## src/vwq_pkg.sv

```systemverilog
// ----------------------------------------------------------------------------
// vwq_pkg
// shared types and constants of the visual word quantizer and its cell chain
// ----------------------------------------------------------------------------
package vwq_pkg;

  localparam int DIST_W  = 23;
  localparam int CNT_W   = 16;
  localparam int WORD_W  = 6;
  localparam int NWIN_W  = 7;

  localparam logic [DIST_W-1:0] DIST_MAX  = {DIST_W{1'b1}};
  localparam logic [CNT_W-1:0]  COUNT_MAX = {CNT_W{1'b1}};

  // input actions
  localparam logic [1:0] ACT_LOAD    = 2'd0;
  localparam logic [1:0] ACT_FEATURE = 2'd1;
  localparam logic [1:0] ACT_EMIT    = 2'd2;

  // result kinds
  localparam logic KIND_WORD = 1'b0;
  localparam logic KIND_HIST = 1'b1;

  // register map, selected by address bit 2
  localparam logic              REG_WORDS_IN_USE = 1'b0;
  localparam logic [NWIN_W-1:0] WORDS_IN_USE_RST = 7'd16;

  typedef struct packed {
    logic [1:0]         action;
    logic [5:0]         centroid_index;
    logic [6:0]         element_index;
    logic signed [15:0] element_value;
    logic               last_element;
  } in_item_t;

  typedef struct packed {
    logic              kind;
    logic [WORD_W-1:0] word;
    logic [CNT_W-1:0]  count;
    logic [DIST_W-1:0] distance;
    logic              last;
  } out_item_t;

  // running best handed from cell to cell during the search
  typedef struct packed {
    logic              has;
    logic [DIST_W-1:0] best_dist;
    logic [WORD_W-1:0] idx;
    logic [CNT_W-1:0]  cnt;
  } tok_t;

  // controls broadcast to every cell
  typedef struct packed {
    logic load;
    logic rd;
    logic acc;
    logic clr_acc;
    logic bump;
    logic shift;
  } cell_ctrl_t;

  typedef enum logic [2:0] {
    ST_IDLE,
    ST_START,
    ST_SEARCH,
    ST_RESULT,
    ST_EMIT
  } state_t;

endpackage

```

## src/vwq_cell.sv

```systemverilog
// ----------------------------------------------------------------------------
// vwq_cell
// one centroid: element store, l1 accumulator, word counter, search stage
// ----------------------------------------------------------------------------
module vwq_cell
  import vwq_pkg::*;
#(
  parameter int IDX        = 0,
  parameter int DIMS       = 128,
  parameter int VALUE_BITS = 16
) (
  input  logic                  clk,
  input  logic                  rst_n,
  input  cell_ctrl_t            ctrl,
  input  logic [NWIN_W-1:0]     n_active,
  input  logic [WORD_W-1:0]     wr_cidx,
  input  logic [((DIMS > 1) ? $clog2(DIMS) : 1)-1:0] addr,
  input  logic [VALUE_BITS-1:0] wr_data,
  input  logic [VALUE_BITS-1:0] feat_value,
  input  logic [WORD_W-1:0]     bump_idx,
  input  logic                  tok_vld_in,
  input  tok_t                  tok_in,
  output logic                  tok_vld_out,
  output tok_t                  tok_out,
  input  logic [CNT_W-1:0]      cnt_in,
  output logic [CNT_W-1:0]      cnt_out
);

  localparam int SUM_W = ((VALUE_BITS + 1 > DIST_W) ? VALUE_BITS + 1 : DIST_W) + 1;
  localparam logic [SUM_W-1:0] SUM_SAT = SUM_W'(DIST_MAX);

  logic [VALUE_BITS-1:0] mem [DIMS];
  logic [VALUE_BITS-1:0] rd_q_r;
  logic [DIST_W-1:0]     acc_r, acc_nxt;
  logic [CNT_W-1:0]      cnt_r, cnt_nxt;
  logic                  tok_vld_r;
  tok_t                  tok_r, tok_nxt;

  logic                     active;
  logic signed [VALUE_BITS:0] diff;
  logic [VALUE_BITS:0]      absd;
  logic [SUM_W-1:0]         sum;
  logic                     take;

  assign active = (NWIN_W'(IDX) < n_active);

  // centroid elements
  always_ff @(posedge clk) begin
    if (ctrl.load && (wr_cidx == WORD_W'(IDX))) begin
      mem[addr] <= wr_data;
    end
    if (ctrl.rd) begin
      rd_q_r <= mem[addr];
    end
  end

  // saturating l1 accumulation
  always_comb begin
    diff = $signed({feat_value[VALUE_BITS-1], feat_value})
         - $signed({rd_q_r[VALUE_BITS-1], rd_q_r});
    absd = diff[VALUE_BITS] ? (VALUE_BITS+1)'(-diff) : (VALUE_BITS+1)'(diff);
    sum  = SUM_W'(acc_r) + SUM_W'(absd);
    acc_nxt = acc_r;
    if (ctrl.clr_acc) begin
      acc_nxt = '0;
    end else if (ctrl.acc && active) begin
      acc_nxt = (sum > SUM_SAT) ? DIST_MAX : DIST_W'(sum);
    end
  end

  // counter: bumped on a win, shifted towards cell 0 on emit
  always_comb begin
    cnt_nxt = cnt_r;
    if (ctrl.shift) begin
      cnt_nxt = cnt_in;
    end else if (ctrl.bump && (bump_idx == WORD_W'(IDX)) && (cnt_r != COUNT_MAX)) begin
      cnt_nxt = cnt_r + 1'b1;
    end
  end

  // strict compare so the lower index keeps ties
  always_comb begin
    take    = active && (!tok_in.has || (acc_r < tok_in.best_dist));
    tok_nxt = tok_in;
    tok_nxt.has = tok_in.has | active;
    if (take) begin
      tok_nxt.best_dist = acc_r;
      tok_nxt.idx       = WORD_W'(IDX);
      tok_nxt.cnt       = cnt_r;
    end
  end

  always_ff @(posedge clk) begin
    if (!rst_n) begin
      acc_r     <= '0;
      cnt_r     <= '0;
      tok_vld_r <= 1'b0;
    end else begin
      acc_r     <= acc_nxt;
      cnt_r     <= cnt_nxt;
      tok_vld_r <= tok_vld_in;
    end
  end

  always_ff @(posedge clk) begin
    if (tok_vld_in) begin
      tok_r <= tok_nxt;
    end
  end

  assign tok_vld_out = tok_vld_r;
  assign tok_out     = tok_r;
  assign cnt_out     = cnt_r;

endmodule

```

## config.mk

```make
export PLATFORM = sky130hd
export DESIGN_NAME = vwq_cell
export DESIGN_NICKNAME = d
export VERILOG_FILES = /design/src/vwq_pkg.sv /design/src/vwq_cell.sv
export SDC_FILE = /design/constraint.sdc
export NUM_CORES = 2
export LEC_CHECK = 0
export ABC_AREA = 1
export CAP_MARGIN = 20
export CORE_MARGIN = 4
export CORE_UTILIZATION = 45
export CTS_BUF_LIST = sky130_fd_sc_hd__clkbuf_4
export CTS_CLUSTER_SIZE = 8
export DETAILED_ROUTE_END_ITERATION = 16
export DONT_BUFFER_PORTS = 1
export SLEW_MARGIN = 20
export SYNTH_ARGS = -nofsm -noshare
export SYNTH_HDL_FRONTEND = slang
export SYNTH_SLANG_ARGS = --single-unit
```

## constraint.sdc

```tcl
create_clock -name clk -period 5.7 [get_ports clk]
set_clock_uncertainty 0.1 [all_clocks]
set_input_delay 0 -clock clk [delete_from_list [all_inputs] [get_ports clk]]
set_output_delay 0 -clock clk [all_outputs]
set_load 0.005 [all_outputs]
```

==> flow_metrics.py <==
metrics = {
    "synth": {
        "synthFlopType": "edfxtp_1",
        "seq_area_frac_synth_pct": 76.3,
        "ys_seq_elements": 2150,
        "ys_warn_count": 0,
        "async_flop_share_pct": 0,
        "synth_edf_count": 2110,
        "syn_inst": 6396,
        "synth.distinct_cells": 46,
        "netlist_area_sq_um": 84100,
        "syn_area_per_cell_sq_um": 13.1,
        "synth_nets": 6586,
    },
    "clocking": {
        "cts_sinks": 2150,
        "cts-buffers-inserted": 562,
        "clock_latency_ps": 1400,
        "htreeDepth": 6,
        "cts_tree": "built",
        "clock_path_buffers": 4,
        "root_buffer": "clkbuf_4",
        "clk_pin_slew_worst_paths_ps": 60,
    },
    "power": {
        "power_density_nw_per_um2": 331,
        "power_leakage_nw": 35.3,
        "total_power_w": 0.0328,
        "peakVddDrop_uv": 164,
    },
    "sta": {
        "timing.final.ws_setup_ps": 295,
        "period_share_pct": 94.8,
        "hold_viol_final": 0,
        "fmax_ghz": 0.185,
        "fin_setup_tns_ps": 0,
        "slew_headroom_pct": 25.7,
        "fin_crit_ps": 5400,
        "setup_viol": 0,
        "tightest_slew_ps": 1100,
        "slew_violations": 0,
    },
    "drt": {
        "drt-total-wl_microns": 261000,
        "ant_nets": 0,
        "drc": 0,
        "firstDrtPassIters": 6,
        "vias_per_cell": 5.62,
        "wire_per_inst_microns": 25.7,
        "routed-via-count": 57000,
        "drt_iter0_drc": 6728,
    },
    "layout": {
        "drive_above_1_share_pct": 15.6,
        "final_nets": 7500,
        "area_growth_pct": 18.1,
        "seq_area_sq_um": 64200,
        "nFillCells": 15400,
        "multi_input_area_sq_um": 17800,
    },
    "placed_design": {
        "port_buffers": 0,
        "pre_cts_ws_ps": 1000,
        "hpwl_microns": 144000,
        "place.gp.congestion": 0.858,
    },
    "flow_run": {
        "maxCapViolCount": 0,
    },
    "floorplanning": {
        "die_width_microns": 440,
        "boundaryPins": 192,
        "fp.dieH_microns": 440,
        "die-area_sq_um": 194000,
        "coreArea_sq_um": 186000,
        "fp-row-count": 158,
        "start_util_pct": 45.3,
    },
    "global_routing": {
        "grt_pass1_wl_microns": 375000,
        "antenna_found_initial": 17,
        "overflow": 0,
        "grt_max_degree": 129,
        "track_usage_pct": 26.5,
        "grt_pass1_vias": 55100,
    },
    "run_status": {
        "status": "completed",
    },
    "worst_setup_path": {
        "cp.required_ps": 6800,
        "crit_path_end_kind": "flop",
        "cp_max_fo": 4,
        "arrival_ps": 6510,
        "start_kind": "flop",
        "crit_type": "reg2reg",
    },
    "hold_path": {
        "min_path_type": "in2reg",
    },
}
==> registers in the layout, summed over array words and instances (netlist names) <==
signal and count:
rd_q_r 16, cnt_out 16, acc_r 23, tok_vld_out 1, tok_out 46, mem 2048
==> layer usage <==
metal,track usage (%),share of wire [%],vias to the layer above
met1,36.3,40,27900
met5,0,0.010,-
li1,-,-,25200
met2,40.9,45,3311
met4,11.1,3.9,4
met3,6.17,11,540
==> report_power, final <==
group | switching [W] | internal (W) | total, W | leakage, nW
clock | 0.00612 | 0.00665 | 0.0128 | 3.99
combinational | 0.00168 | 0.000895 | 0.00258 | 12.0
sequential | 0.0000584 | 0.0174 | 0.0175 | 19.4
total | 0.00786 | 0.0250 | 0.0328 | 35.3
==> worst max-delay path, cell delays in order, from the launching register on <==
cell           delay, ps
edfxtp_1             360
ha_1                 220
fa_1                 420
inv_2                110
nand2_1               60
nand2_1               80
nand3_1               70
nand2_1              110
inv_1                 70
dlygate4sd3_1        580
xor2_1               140
dlygate4sd3_1        560
inv_1                 50
ha_1                 190
a21oi_1              140
dlygate4sd3_1        560
o21ai_0              130
nor2_1               170
inv_1                110
a31oi_1              130
dlygate4sd3_1        580
xor2_1               240
a21oi_1               90
==> worst paths after layout <==
kind | to | slack, ps | cells past startpoint | startpoint
worst max-delay path | acc_r[8] | 300 | 22 | rd_q_r[0]
worst min-delay path | tok_out[44] | 190 | 4 | tok_in[44]
worst max register to register | acc_r[8] | 300 | 22 | rd_q_r[0]
worst min register to register | acc_r[4] | 510 | 2 | acc_r[4]
==> cells in the mapped netlist, drive strengths merged (8+ instances only) <==
cell type  number  area, sq um
a22oi         241         1810
nand4         292         1830
nand3         157          821
and3            8         50.1
buf           179          927
a21oi         158          791
xor2           19          166
nor2          327         1230
clkbuf         93          349
xnor2          13          114
nand3b          8         60.1
a221oi         10          100
o21ai         251         1260
o211ai         10         75.1
nand2        2021         7590
a22o           30          263
ha             59          738
o2111ai        23          201
dfxtp          40          801
inv           275         1030
o2bb2ai        11         96.3
a31oi          11         68.8
edfxtp       2110        63400
nor3           11         55.1
==> stage by stage <==
| step | cells | hold slack [ps] | instance area (sq um) | util [%] |
|---|---|---|---|---|
| after floorplan | 6396 | -2.37 | 84100 | - |
| after global placement | 8848 | -2.74 | 88200 | 47.5 |
| final | 10100 | 191 | 99300 | 53.5 |
| after CTS | 10100 | 43.7 | 99100 | 53.4 |
| after detailed placement | 8848 | 0.664 | 88200 | 47.5 |
| after global routing | 10100 | 125 | 99300 | 53.5 |
==> timing repair <==
item | CTS | global route
endpoints found under the setup margin | 0 | 8
hold endpoints to repair | 4260 | 0
buffers inserted | 0 | 8
resized for setup | 0 | 23
hold buffers | 371 | 0
==> layout by cell type, fill, tap and decap left out, types with 10 or more instances in the layout <==
cell type,instances
edfxtp_1,2110
nand2_1,2017
clkbuf_4,798
dlygate4sd3_1,334
nand4_1,292
nor2_1,288
inv_1,262
a22oi_1,241
buf_4,226
o21ai_0,216
a21oi_1,155
nand3_1,148
clkinv_1,87
ha_1,56
dfxtp_1,40
o21ai_1,35
nor2_2,32
buf_16,32
a22o_1,30
buf_12,30
o2111ai_1,23
inv_2,22
xor2_1,19
xnor2_1,13
o2bb2ai_1,11
nor3_1,11
diode_2,10
o211ai_1,10
a31oi_1,10
==> kinds of logic (layout without fill, tap and decap cells) <==
| family | Yosys count | after routing | synth area share (%) |
|---|---|---|---|
| and+or+nand+nor | 2833 | 2833 | 13.9 |
| DFF | 2150 | 2150 | 76.3 |
| AOI/OAI and AO/OA | 768 | 768 | 5.75 |
| buffers and inverters | 552 | 1813 | 2.77 |
| adders and majority gates | 61 | 61 | 0.926 |
| xor gates and xnor gates | 32 | 32 | 0.333 |
| other | 0 | 10 | 0 |
==> final cells by class <==
cell class / instances / area share (%)
multi-input combinational: 3694 / 17.9
timing repair buffer: 622 / 6.57
clock inverter: 113 / 0.601
clock buffer: 798 / 6.03
sequential: 2150 / 64.6
tap: 2480 / 3.13
inverter: 280 / 1.12
antenna: 10 / 0.0252
(Power assumes the default switching activity.)
